<file path="config.mk">
export PLATFORM = sky130hd
export DESIGN_NAME = dbsg_ram
export DESIGN_NICKNAME = d
export VERILOG_FILES = /design/src/double_buffered_saturating_grid_assert.svh /design/src/dbsg_ram.sv
export SDC_FILE = /design/constraint.sdc
export NUM_CORES = 2
export LEC_CHECK = 0
export ABC_CLOCK_PERIOD_IN_PS = 3600
export BUFFER_PORTS_ARGS = -buffer_cell sky130_fd_sc_hd__buf_4
export CAP_MARGIN = 20
export CORE_MARGIN = 2
export CORE_UTILIZATION = 50
export CTS_BUF_LIST = sky130_fd_sc_hd__clkbuf_4 sky130_fd_sc_hd__clkbuf_8
export CTS_CLUSTER_DIAMETER = 30
export CTS_CLUSTER_SIZE = 40
export DETAILED_ROUTE_END_ITERATION = 8
export PLACE_DENSITY = 0.65
export SLEW_MARGIN = 25
export SYNTH_ARGS = -nofsm -noshare
export SYNTH_HDL_FRONTEND = slang
export SYNTH_SLANG_ARGS = --single-unit
export TNS_END_PERCENT = 20
</file>
<file path="constraint.sdc">
create_clock -name clk -period 3.6 [get_ports clk]
set_clock_uncertainty 0.2 [all_clocks]
set_input_delay 0.54 -clock clk [delete_from_list [all_inputs] [get_ports clk]]
set_output_delay 0.54 -clock clk [all_outputs]
set_load 0.02 [all_outputs]
</file>
<file path="src/double_buffered_saturating_grid_assert.svh">
// Assertion macros for the double-buffered saturating grid.
// Expects clk and rst_n in the scope of the including module.
`ifndef DOUBLE_BUFFERED_SATURATING_GRID_ASSERT_SVH
`define DOUBLE_BUFFERED_SATURATING_GRID_ASSERT_SVH

// Same-cycle implication, checked out of reset
`define DBSG_ASSERT_NOW(name, ante, cons, msg) \
    name: assert property (@(posedge clk) disable iff (!rst_n) (ante) |-> (cons)) \
        else $error(msg);

// Next-cycle implication, checked out of reset
`define DBSG_ASSERT_NEXT(name, ante, cons, msg) \
    name: assert property (@(posedge clk) disable iff (!rst_n) (ante) |=> (cons)) \
        else $error(msg);

`endif

</file>
<file path="src/dbsg_ram.sv">
// Generic single-write, single-read RAM with registered read data.
// No dependencies.
module dbsg_ram #(
    parameter int WIDTH = 8,
    parameter int DEPTH = 256
) (
    input  logic                                     clk,
    input  logic                                     we,
    input  logic [((DEPTH > 1) ? $clog2(DEPTH) : 1)-1:0] waddr,
    input  logic [WIDTH-1:0]                         wdata,
    input  logic [((DEPTH > 1) ? $clog2(DEPTH) : 1)-1:0] raddr,
    output logic [WIDTH-1:0]                         rdata
);

    logic [WIDTH-1:0] mem [DEPTH];

    // Write port and registered read port
    always_ff @(posedge clk)
    begin
        if (we)
        begin
            mem[waddr] <= wdata;
        end
        rdata <= mem[raddr];
    end

endmodule

</file>
==> flow_metrics.env <==
export IMPL_status="finished clean"
export IMPL_yosysTopAreaCell="edfxtp_1"
export IMPL_cp_num_cells=8
export IMPL_synth_distinct_cells=55
export IMPL_final_cells=6780
export IMPL_synth_avg_cell_area_um2=21.3
export IMPL_synth_top_area_share_pct=77.3
export IMPL_endpoint_kind="flop"
export IMPL_pin_count=34
export IMPL_cts_made_buffers=377
export IMPL_die_w_um=403
export IMPL_fin_area_um2=93900
export IMPL_drive_gt1_share_pct=34.5
export IMPL_worstMarginPinSlew_ns=0.954
export IMPL_grt_busiest_layer="met2"
export IMPL_critPathArrivalTime_ns=3.53
export IMPL_hold_violations=0
export IMPL_r2r_end="rdata[0]$_DFF_P_"
export IMPL_dp_cells=6093
export IMPL_start_util_pct=50.3
export IMPL_min_period_over_period_pct=79.1
export IMPL_nNetsFinal=4441
export IMPL_fillers=11340
export IMPL_rsz0062_at_grt="no"
export IMPL_path_cells="mux4_2, mux4_2, nor2_1, a2111oi_0, buf_4, nor3_1, buf_4, nor4_2"
export IMPL_fin_crit_ns=2.85
export IMPL_first_iter_violations=4996
export IMPL_antenna_found_initial=6
export IMPL_fmax_mhz=351
export IMPL_drc=0
export IMPL_syn_nets=3759
export IMPL_hold_path_cell_count=4
export IMPL_final_common_cell="edfxtp_1"
export IMPL_core_area_um2=158000
export IMPL_wirelength_um=198000
export IMPL_worst_r2r_path_depth=8
export IMPL_rrSetupSlack_ns=0.75
export IMPL_power_density_nw_per_um2=570
export IMPL_cp_required_ns=4.28
export IMPL_path_delay_family="multiplexers"
export IMPL_wl_per_cell_um=29.2
export IMPL_synth_area_leaders="edfxtp_1 77%, mux4_2 13%, mux2i_1 1.7%, nor2_1 1.3%, a22oi_1 1.3%"
export IMPL_overflow=0
export IMPL_grt_pass1_wl_um=288000
export IMPL_holdWs_ns=0.130
export IMPL_relSlewSlack_pct=36.1
export IMPL_clock_sinks=2056
export IMPL_setup_violations=0
export IMPL_synth_cells=3733
export IMPL_multi_input_area_um2=16500
export IMPL_ys_ff_latch=2056
export IMPL_crit_buf_inv=2
export IMPL_yosys_warnings=0
export IMPL_switching_share_pct=22.1
export IMPL_use_met3_pct=4.87
export IMPL_dpl_hpwl_um=124000
export IMPL_cts_path_max_buffers=4
export IMPL_vias_per_cell=6.07
export IMPL_yosysSeqAreaShare_pct=77.5
export IMPL_portBuffers=33
export IMPL_grtUsageMet1_pct=35.2
export IMPL_slowest_delay_ns=0.53
export IMPL_timing_rr_start="mem[128][0]$_DFFE_PP_"
export IMPL_postRouteAntennaNets=0
export IMPL_rows=146
export IMPL_clk_insertion_delay_late_ns=1.06
export IMPL_regArea_um2=61700
export IMPL_power_internal_mw=41.7
export IMPL_die_area_um2=162000
export IMPL_min_to="mem[187][4]$_DFFE_PP_"
export IMPL_cts_root_buf="clkbuf_8"
export IMPL_crit_slowest_cell="mux4_2"
export IMPL_synth_edf_count=2048
export IMPL_synth_ff_type="edfxtp_1"
export IMPL_hp_class="in -> reg"
export IMPL_crit_path_start="mem[128][0]$_DFFE_PP_"
export IMPL_ir_drop_uv=366
export IMPL_grt_max_degree=103
export IMPL_area_growth_pct=18.0
export IMPL_maxCapViolCount=0
export IMPL_synth_area_um2=79600
export IMPL_vias=41180
export IMPL_finalMaxSlewViolations=0
export IMPL_cts_max_level=5
export IMPL_clkTransAtPathRegs_ns=0.07
export IMPL_gp_congestion=0.852
export IMPL_clkPwrFrac_pct=45.8
export IMPL_p_sw_mw=11.8
export IMPL_tritoncts="done"
export IMPL_grt_pass1_vias=41629
export IMPL_holdCritStartpoint="waddr[4]"
export IMPL_tns_ns=0
export IMPL_p_leak_nw=30.4
export IMPL_fp_dieH_um=403
export IMPL_grtUsageMet2_pct=38.6
export IMPL_async_flop_share_pct=0
export IMPL_gr_usage_all_layers_pct=24.6
export IMPL_power_mw=53.6
export IMPL_first_pass_iters=6
export IMPL_path_class="reg -> reg"
export IMPL_dpl_instance_area_um2=85300
export IMPL_cts_resized=0
export IMPL_p_seq_share_pct=49.4
export IMPL_p_comb_share_pct=4.8
export IMPL_startpoint_type="flop"
export IMPL_cp_max_fo=1
export IMPL_layout_common_cells="2048 x edfxtp_1, 464 x buf_4, 454 x mux4_2"
[layout make-up]
class | count | area share (%)
antenna | 3 | 0.00799
clock buffer | 409 | 5.82
clock inverter | 260 | 3.13
inverter | 2 | 0.00799
multi-input combinational | 1442 | 17.6
sequential | 2056 | 65.7
tap | 2072 | 2.76
timing repair buffer | 536 | 5.03
[flip-flops by register name (all words and copies together), names as in the netlist]
register / cells
mem: 2048
rdata: 8
[synth_stat cells, types with 24 or more instances]
cell type,number
mux2i_1,134
a21oi_1,96
o221ai_1,46
nand2_1,33
nor4_1,24
buf_2,31
edfxtp_1,2048
a22oi_1,133
mux4_2,454
clkbuf_1,111
o22ai_1,28
nor2_1,282
nor2b_1,31
buf_4,27
nand3_1,34
[power by group through the flow]
stage               registers [mW]  clock network (mW)  logic (mW)
floorplan                     26.9                   0        1.28
CTS                           26.4                24.9        2.58
global placement              26.9                   0        2.53
finish                        26.4                24.5        2.58
global route                  26.4                25.9        2.71
detailed placement            27.0                   0        2.56
[worst reg2reg max path, delay by kind of cell (launching register included)]
kind | cells | cell delay [ns]
multiplexers | 2 | 1.05
flip-flops | 1 | 0.37
AO/OA/AOI/OAI | 1 | 0.08
buffers and inverters | 2 | 0.45
AND/OR/NAND/NOR | 3 | 0.62
[through the flow]
stage | setup WS, ns | util (%)
after floorplan | 0.922 | -
after global placement | -0.536 | 53.9
after detailed placement | -0.212 | 53.9
after CTS | 0.718 | 59.4
after global routing | 0.682 | 59.4
final | 0.754 | 59.4
[how the worst max path moves through the flow]
| stage | end | slack [ns] |
|---|---|---|
| 2_1_floorplan | rdata[2]$_DFF_P_ | 0.92 |
| 3_3_place_gp | rdata[3]$_DFF_P_ | -0.54 |
| 3_5_place_dp | rdata[7]$_DFF_P_ | -0.21 |
| 4_1_cts | rdata[7]$_DFF_P_ | 0.72 |
| 5_1_grt | rdata[7]$_DFF_P_ | 0.68 |
| 6_report | rdata[0]$_DFF_P_ | 0.75 |
[kinds of logic (layout without fill, tap and decap cells)]
group	after synthesis	in the layout	share of synthesized area, %
flip-flops	2056	2056	77.5
multiplexers	591	591	14.6
AND/OR/NAND/NOR	466	466	2.63
AO/OA/AOI/OAI	385	385	3.42
buffers and inverters	235	1207	1.83
other	0	3	0
[layer usage]
| metal | wire length, µm | part of all wire, % |
|---|---|---|
| met5 | 0 | 0 |
| met1 | 80500 | 41 |
| met4 | 4970 | 2.5 |
| met2 | 95400 | 48 |
| met3 | 17400 | 8.8 |
[what timing repair did]
| item | in CTS | in global routing |
|---|---|---|
| setup buffers | 0 | 0 |
| hold buffers | 15 | 0 |
| endpoints found under the setup margin | 0 | 0 |
| hold endpoints to repair | 750 | 0 |
No activity file was read; power rests on OpenSTA's default activity.
