--- config.mk ---
export PLATFORM = sky130hd
export DESIGN_NAME = dbsg_seq
export DESIGN_NICKNAME = d
export VERILOG_FILES = /design/src/double_buffered_saturating_grid_assert.svh /design/src/dbsg_pkg.sv /design/src/dbsg_seq.sv
export SDC_FILE = /design/constraint.sdc
export NUM_CORES = 1
export LEC_CHECK = 0
export BUFFER_PORTS_ARGS = -buffer_cell sky130_fd_sc_hd__clkbuf_2
export CAP_MARGIN = 20
export CORE_AREA = 2 2 39 41
export DETAILED_ROUTE_END_ITERATION = 6
export DIE_AREA = 0 0 41 43
export SKIP_CTS_REPAIR_TIMING = 1
export SLEW_MARGIN = 20
export SYNTH_ARGS = -nofsm -noshare
export SYNTH_HDL_FRONTEND = slang
export SYNTH_SLANG_ARGS = --single-unit
--- constraint.sdc ---
create_clock -name clk -period 4.55 [get_ports clk]
set_clock_uncertainty 0.1 [all_clocks]
set_input_delay 0.455 -clock clk [delete_from_list [all_inputs] [get_ports clk]]
set_output_delay 0.455 -clock clk [all_outputs]
set_load 0.05 [all_outputs]
--- src/double_buffered_saturating_grid_assert.svh ---
// Assertion macros for the double-buffered saturating grid.
// Expects clk and rst_n in the scope of the including module.
`ifndef DOUBLE_BUFFERED_SATURATING_GRID_ASSERT_SVH
`define DOUBLE_BUFFERED_SATURATING_GRID_ASSERT_SVH

// Same-cycle implication, checked out of reset
`define DBSG_ASSERT_NOW(name, ante, cons, msg) \
    name: assert property (@(posedge clk) disable iff (!rst_n) (ante) |-> (cons)) \
        else $error(msg);

// Next-cycle implication, checked out of reset
`define DBSG_ASSERT_NEXT(name, ante, cons, msg) \
    name: assert property (@(posedge clk) disable iff (!rst_n) (ante) |=> (cons)) \
        else $error(msg);

`endif

--- src/dbsg_pkg.sv ---
// Shared types, constants and helpers of the double-buffered saturating grid.
// No dependencies; used by dbsg_seq and the top level.
package dbsg_pkg;

    // Grid geometry
    localparam int MAX_DIM = 256;
    localparam int CELLS   = MAX_DIM * MAX_DIM;
    localparam int ADDR_W  = (CELLS > 1) ? $clog2(CELLS) : 1;
    localparam int CNT_W   = $clog2(CELLS + 1);
    localparam int DIM_W   = $clog2(MAX_DIM + 1);
    localparam int COORD_W = (MAX_DIM > 1) ? $clog2(MAX_DIM) : 1;

    // Field widths
    localparam int REQ_W      = 4;
    localparam int COORD_IN_W = 17;
    localparam int VAL_W      = 8;
    localparam int TOTAL_W    = 24;
    localparam int COUNT_W    = 17;
    localparam int CFG_W      = 9;
    localparam int CFG_IDX_W  = 1;

    localparam logic [CFG_W-1:0] GRID_DIM_RESET  = CFG_W'(256);
    localparam logic [VAL_W-1:0] STATS_THRESHOLD = VAL_W'(128);

    typedef enum logic [REQ_W-1:0] {
        REQ_READ      = 4'd0,
        REQ_WRITE     = 4'd1,
        REQ_ADD_SAT   = 4'd2,
        REQ_SUB_FLOOR = 4'd3,
        REQ_READ_PREV = 4'd4,
        REQ_SWAP      = 4'd5,
        REQ_CLEAR     = 4'd6,
        REQ_STATS     = 4'd7,
        REQ_COUNT     = 4'd8
    } req_t;

    typedef enum logic [CFG_IDX_W-1:0] {
        CFG_GRID_WIDTH  = 1'b0,
        CFG_GRID_HEIGHT = 1'b1
    } cfg_idx_t;

    // Datapath micro-operations, one per control word
    typedef enum logic [3:0] {
        UOP_IDLE,
        UOP_CELL_RD,
        UOP_CELL_WB,
        UOP_SWAP,
        UOP_CLR_INIT,
        UOP_CLR_STEP,
        UOP_CLR_END,
        UOP_WALK_INIT,
        UOP_WALK_STEP,
        UOP_WALK_END,
        UOP_POST
    } uop_t;

    // Sequencer to datapath
    typedef struct packed {
        uop_t uop;
        logic busy;
        logic accept;
    } ctrl_t;

    // Datapath to sequencer
    typedef struct packed {
        logic start;
        req_t req;
        logic clr_more;
        logic walk_more;
    } seq_stat_t;

    // Dimension register saturated to the grid limit
    function automatic logic [DIM_W-1:0] eff_dim(input logic [CFG_W-1:0] v);
        if (32'(v) > MAX_DIM) begin
            return DIM_W'(MAX_DIM);
        end
        return DIM_W'(v);
    endfunction

endpackage

--- src/dbsg_seq.sv ---
// Microcoded sequencer: control ROM, step counter and jump logic.
// Depends on dbsg_pkg for the micro-op, control and status types.
module dbsg_seq
    import dbsg_pkg::*;
(
    input  logic      clk,
    input  logic      rst_n,
    input  seq_stat_t stat,
    output ctrl_t     ctrl
);

    typedef enum logic [3:0] {
        ST_IDLE      = 4'd0,
        ST_CELL_RD   = 4'd1,
        ST_CELL_WB   = 4'd2,
        ST_SWAP      = 4'd3,
        ST_CLR_INIT  = 4'd4,
        ST_CLR       = 4'd5,
        ST_CLR_END   = 4'd6,
        ST_WALK_INIT = 4'd7,
        ST_WALK      = 4'd8,
        ST_WALK_END  = 4'd9,
        ST_POST      = 4'd10
    } step_t;

    typedef enum logic [2:0] {
        COND_NEXT,
        COND_JUMP,
        COND_DISPATCH,
        COND_LOOP_CLR,
        COND_LOOP_WALK
    } cond_t;

    typedef struct packed {
        uop_t  uop;
        cond_t cond;
        step_t target;
    } ucode_t;

    step_t  step_reg;
    step_t  step_next;
    step_t  step_inc;
    ucode_t uw;

    // Control store
    function automatic ucode_t rom(input step_t s);
        ucode_t w;
        w = '{uop: UOP_POST, cond: COND_JUMP, target: ST_IDLE};
        unique case (s)
            ST_IDLE:      w = '{uop: UOP_IDLE,      cond: COND_DISPATCH,  target: ST_IDLE};
            ST_CELL_RD:   w = '{uop: UOP_CELL_RD,   cond: COND_NEXT,      target: ST_IDLE};
            ST_CELL_WB:   w = '{uop: UOP_CELL_WB,   cond: COND_JUMP,      target: ST_IDLE};
            ST_SWAP:      w = '{uop: UOP_SWAP,      cond: COND_JUMP,      target: ST_IDLE};
            ST_CLR_INIT:  w = '{uop: UOP_CLR_INIT,  cond: COND_NEXT,      target: ST_IDLE};
            ST_CLR:       w = '{uop: UOP_CLR_STEP,  cond: COND_LOOP_CLR,  target: ST_CLR};
            ST_CLR_END:   w = '{uop: UOP_CLR_END,   cond: COND_JUMP,      target: ST_IDLE};
            ST_WALK_INIT: w = '{uop: UOP_WALK_INIT, cond: COND_NEXT,      target: ST_IDLE};
            ST_WALK:      w = '{uop: UOP_WALK_STEP, cond: COND_LOOP_WALK, target: ST_WALK};
            ST_WALK_END:  w = '{uop: UOP_WALK_END,  cond: COND_JUMP,      target: ST_IDLE};
            ST_POST:      w = '{uop: UOP_POST,      cond: COND_JUMP,      target: ST_IDLE};
            default:      w = '{uop: UOP_POST,      cond: COND_JUMP,      target: ST_IDLE};
        endcase
        return w;
    endfunction

    // Entry point of each request's microprogram
    function automatic step_t dispatch(input req_t r);
        step_t s;
        s = ST_POST;
        case (r) inside
            REQ_READ, REQ_WRITE, REQ_ADD_SAT, REQ_SUB_FLOOR, REQ_READ_PREV: s = ST_CELL_RD;
            REQ_SWAP:             s = ST_SWAP;
            REQ_CLEAR:            s = ST_CLR_INIT;
            REQ_STATS, REQ_COUNT: s = ST_WALK_INIT;
            default:              s = ST_POST;
        endcase
        return s;
    endfunction

    assign uw       = rom(step_reg);
    assign step_inc = step_t'(step_reg + 4'd1);

    // Next step selection
    always_comb
    begin
        unique case (uw.cond)
            COND_NEXT:      step_next = step_inc;
            COND_JUMP:      step_next = uw.target;
            COND_DISPATCH:  step_next = stat.start ? dispatch(stat.req) : step_reg;
            COND_LOOP_CLR:  step_next = stat.clr_more ? uw.target : step_inc;
            COND_LOOP_WALK: step_next = stat.walk_more ? uw.target : step_inc;
            default:        step_next = ST_IDLE;
        endcase
    end

    // Step counter; reset enters the clearing pass
    always_ff @(posedge clk or negedge rst_n)
    begin
        if (!rst_n)
        begin
            step_reg <= ST_CLR_INIT;
        end
        else
        begin
            step_reg <= step_next;
        end
    end

    assign ctrl.uop    = uw.uop;
    assign ctrl.busy   = (step_reg != ST_IDLE);
    assign ctrl.accept = (step_reg == ST_IDLE) && stat.start;

endmodule
==> metrics <==
status complete, no violations; crit path DAT about 1600 ps; max reg flops 4; Avg WL per Cell between 10 and 15 um; vias in the first global route about 470; initial antenna violation count 0; Peak VDD IR approximately 0.00045 V; Detailed Route Iter0 Violations 33; Unique masters post-synth 35; drt pass-1 iters 4; placed cells 89; R2R Setup Slk between 2000 and 2500 ps; critical path's slowest cell dfrtp_1; via count roughly 550; hpwl dp 935 um; Longest Clk Path Bufs 2; grt ovf 0; final period utilization a little under half; Power Total 0.472 mW; CP top delay family buffers and inverters; clk_lat worst skew 250 ps; CP startpoint step_reg[1]; Final Max Tran Viols 0; Cells after Synth 63; RSZ-0062 raised after global routing no; H-tree Lvls 1; CP Launch Type flip-flop; switching power roughly 0.27 mW; Reg power frac around a fifth; hold crit path type primary input to asynchronous set/reset pin; Worst-Margin Slew 487 ps; Final Net Count 91; GR Util All Layers 16.4%; Worst-path clk slew ~40 ps; Int Power 0.207 mW; fillers ~150; DRC Markers 0; Hold Vio Cnt, Final 0; Buffers & Inverters on Critical Path 2; start of the worst register-to-register path step_reg[0]; share of cells above drive strength 1 approximately 30%; worst path cell trace inv_1 -> ha_1 -> nand3b_1 -> o21ai_0 -> clkbuf_2; syn_nets 75; number of I/O port buffers 14; post-synthesis sequential area ratio ~19%; Crit Path Class flip-flop to output port; DIE AREA around 1800 um^2; # IOs 15; final setup fails 0; Clock power frac 11.1%; non-filler cells, final 94; Leak 0.270 nW; global-route wire length before repair about 2000 um; slowest stage delay, CP ~420 ps; Syn Area/Cell 8.28 um^2; crit path max fanout 6; Ys Warns 0; Starting Density a little under two fifths; crit end category output port; root buffer cell clkbuf_4; Post-DRT Antenna Nets 0; flops & latches, synth 4; number of CTS-inserted buffers 3; via/cell ratio around 5.8; DIE WIDTH slightly above 40 um; min Tclk post-route roughly 2100 ps; Combinational Power Share between 60 and 70%; Clock Sinks 4; area grow syn2layout 19.2%; Sw Share a little under three fifths; CTS tree done; pin count of the biggest net entering global routing 20; Core Area about 1400 um^2; # rows 14; Detailed Route WL around 1300 um; number of antenna diodes 0; setup TNS 0 ps; post-route worst setup slack ~2400 ps; RD Place Congestion between 0.8 and 0.9; Die Y ~43 um; pre-CTS setup slack around 2500 ps; Req. time, crit path 3990 ps; synthesized area ~520 um^2; number of max-cap violations 0; pwr dens roughly 760 nW/um^2; fmax 0.473 GHz; Slew HR about 68%
-- cell usage in the layout (no fill, tap or decap), types with 2 or more instances in the layout --
master | synthesis | final
dfrtp_1 | 3 | 3
clkbuf_2 | 0 | 14
or3b_2 | 2 | 2
ha_1 | 3 | 3
nor2b_1 | 2 | 2
o21ai_0 | 4 | 4
nand2_1 | 6 | 6
mux2i_1 | 2 | 2
clkbuf_4 | 0 | 3
nor3b_1 | 2 | 2
nor2_1 | 3 | 3
inv_1 | 3 | 3
nand3b_1 | 2 | 2
nand3_1 | 2 | 2
nand4b_1 | 2 | 2
a22oi_1 | 2 | 2
a21oi_1 | 4 | 4
o22ai_1 | 2 | 2
-- path summary, 6_finish.rpt --
kind                                to  cells after the start
setup reg to reg           step_reg[1]                      6
hold / removal             step_reg[1]                      2
hold reg to reg            step_reg[0]                      2
max in group asynchronous  step_reg[2]                      2
setup / recovery               ctrl[2]                      5
min in group clk           step_reg[0]                      3
-- cell usage after synthesis --
library cell / instances / share of area (%)
buf_6: 1 / 2.2
a222oi_1: 1 / 1.9
o211ai_1: 1 / 1.4
inv_1: 3 / 2.2
dfrtp_1: 3 / 14
xnor2_1: 1 / 1.7
buf_4: 1 / 1.4
or4b_1: 1 / 1.9
nand2b_1: 1 / 1.2
or4_1: 1 / 1.4
o21ai_0: 4 / 3.8
o311ai_2: 1 / 3.1
nand4b_1: 2 / 3.4
nand2_1: 6 / 4.3
buf_1: 1 / 0.72
a22oi_1: 2 / 2.9
or3_1: 1 / 1.2
a211oi_1: 1 / 1.4
o21a_1: 1 / 1.4
nor2_1: 3 / 2.2
a211oi_4: 1 / 3.8
or4bb_1: 1 / 2.2
or3b_2: 2 / 3.4
ha_1: 3 / 7.2
clkbuf_1: 1 / 0.72
nor3b_1: 2 / 2.9
nor2b_1: 2 / 2.4
dfstp_2: 1 / 5.0
nand3b_1: 2 / 2.9
a31oi_1: 1 / 1.2
nand3_1: 2 / 1.9
o22ai_1: 2 / 2.4
or3b_4: 1 / 2.2
a21oi_1: 4 / 3.8
mux2i_1: 2 / 3.8
-- through the flow --
stage	util, %	hold slack (ps)	instance area, um^2
global placement	42.3	166	586
finish	44.9	437	622
floorplan	-	59.4	522
global route	44.9	445	622
CTS	44.2	-100	612
detailed placement	42.3	164	586
-- metal layers --
metal	wire length (um)	track usage [%]	vias up
li1	-	-	266
met2	623	24.1	27
met3	64	1.57	4
met1	542	21.6	250
met4	33	11.3	0
met5	0	0	-
-- power by group through the flow --
stage | logic [mW] | registers [mW] | clock network, mW
after global routing | 0.350 | 0.0981 | 0.0568
after CTS | 0.323 | 0.0935 | 0.0535
after global placement | 0.325 | 0.0939 | 0
after detailed placement | 0.322 | 0.0941 | 0
after floorplan | 0.293 | 0.0668 | 0
final | 0.326 | 0.0941 | 0.0523
-- area by class of cell --
type	count	area, um^2	area share [%]
Sequential cell	4	101	16.3
Multi-Input combinational cell	52	383	61.6
Tap cell	16	20.0	3.22
Timing Repair Buffer	15	80.1	12.9
Inverter	3	11.3	1.81
Clock buffer	4	26.3	4.23
-- cells by family after synthesis --
kind of cell | share of synthesized area, %
XOR/XNOR | 1.68
adder cells (fa/ha/maj) | 7.20
flip-flops | 19.4
buffers and inverters | 7.19
AND/OR/NAND/NOR | 33.3
multiplexers | 3.84
AO/OA/AOI/OAI | 27.3
(Power assumes the default switching activity.)
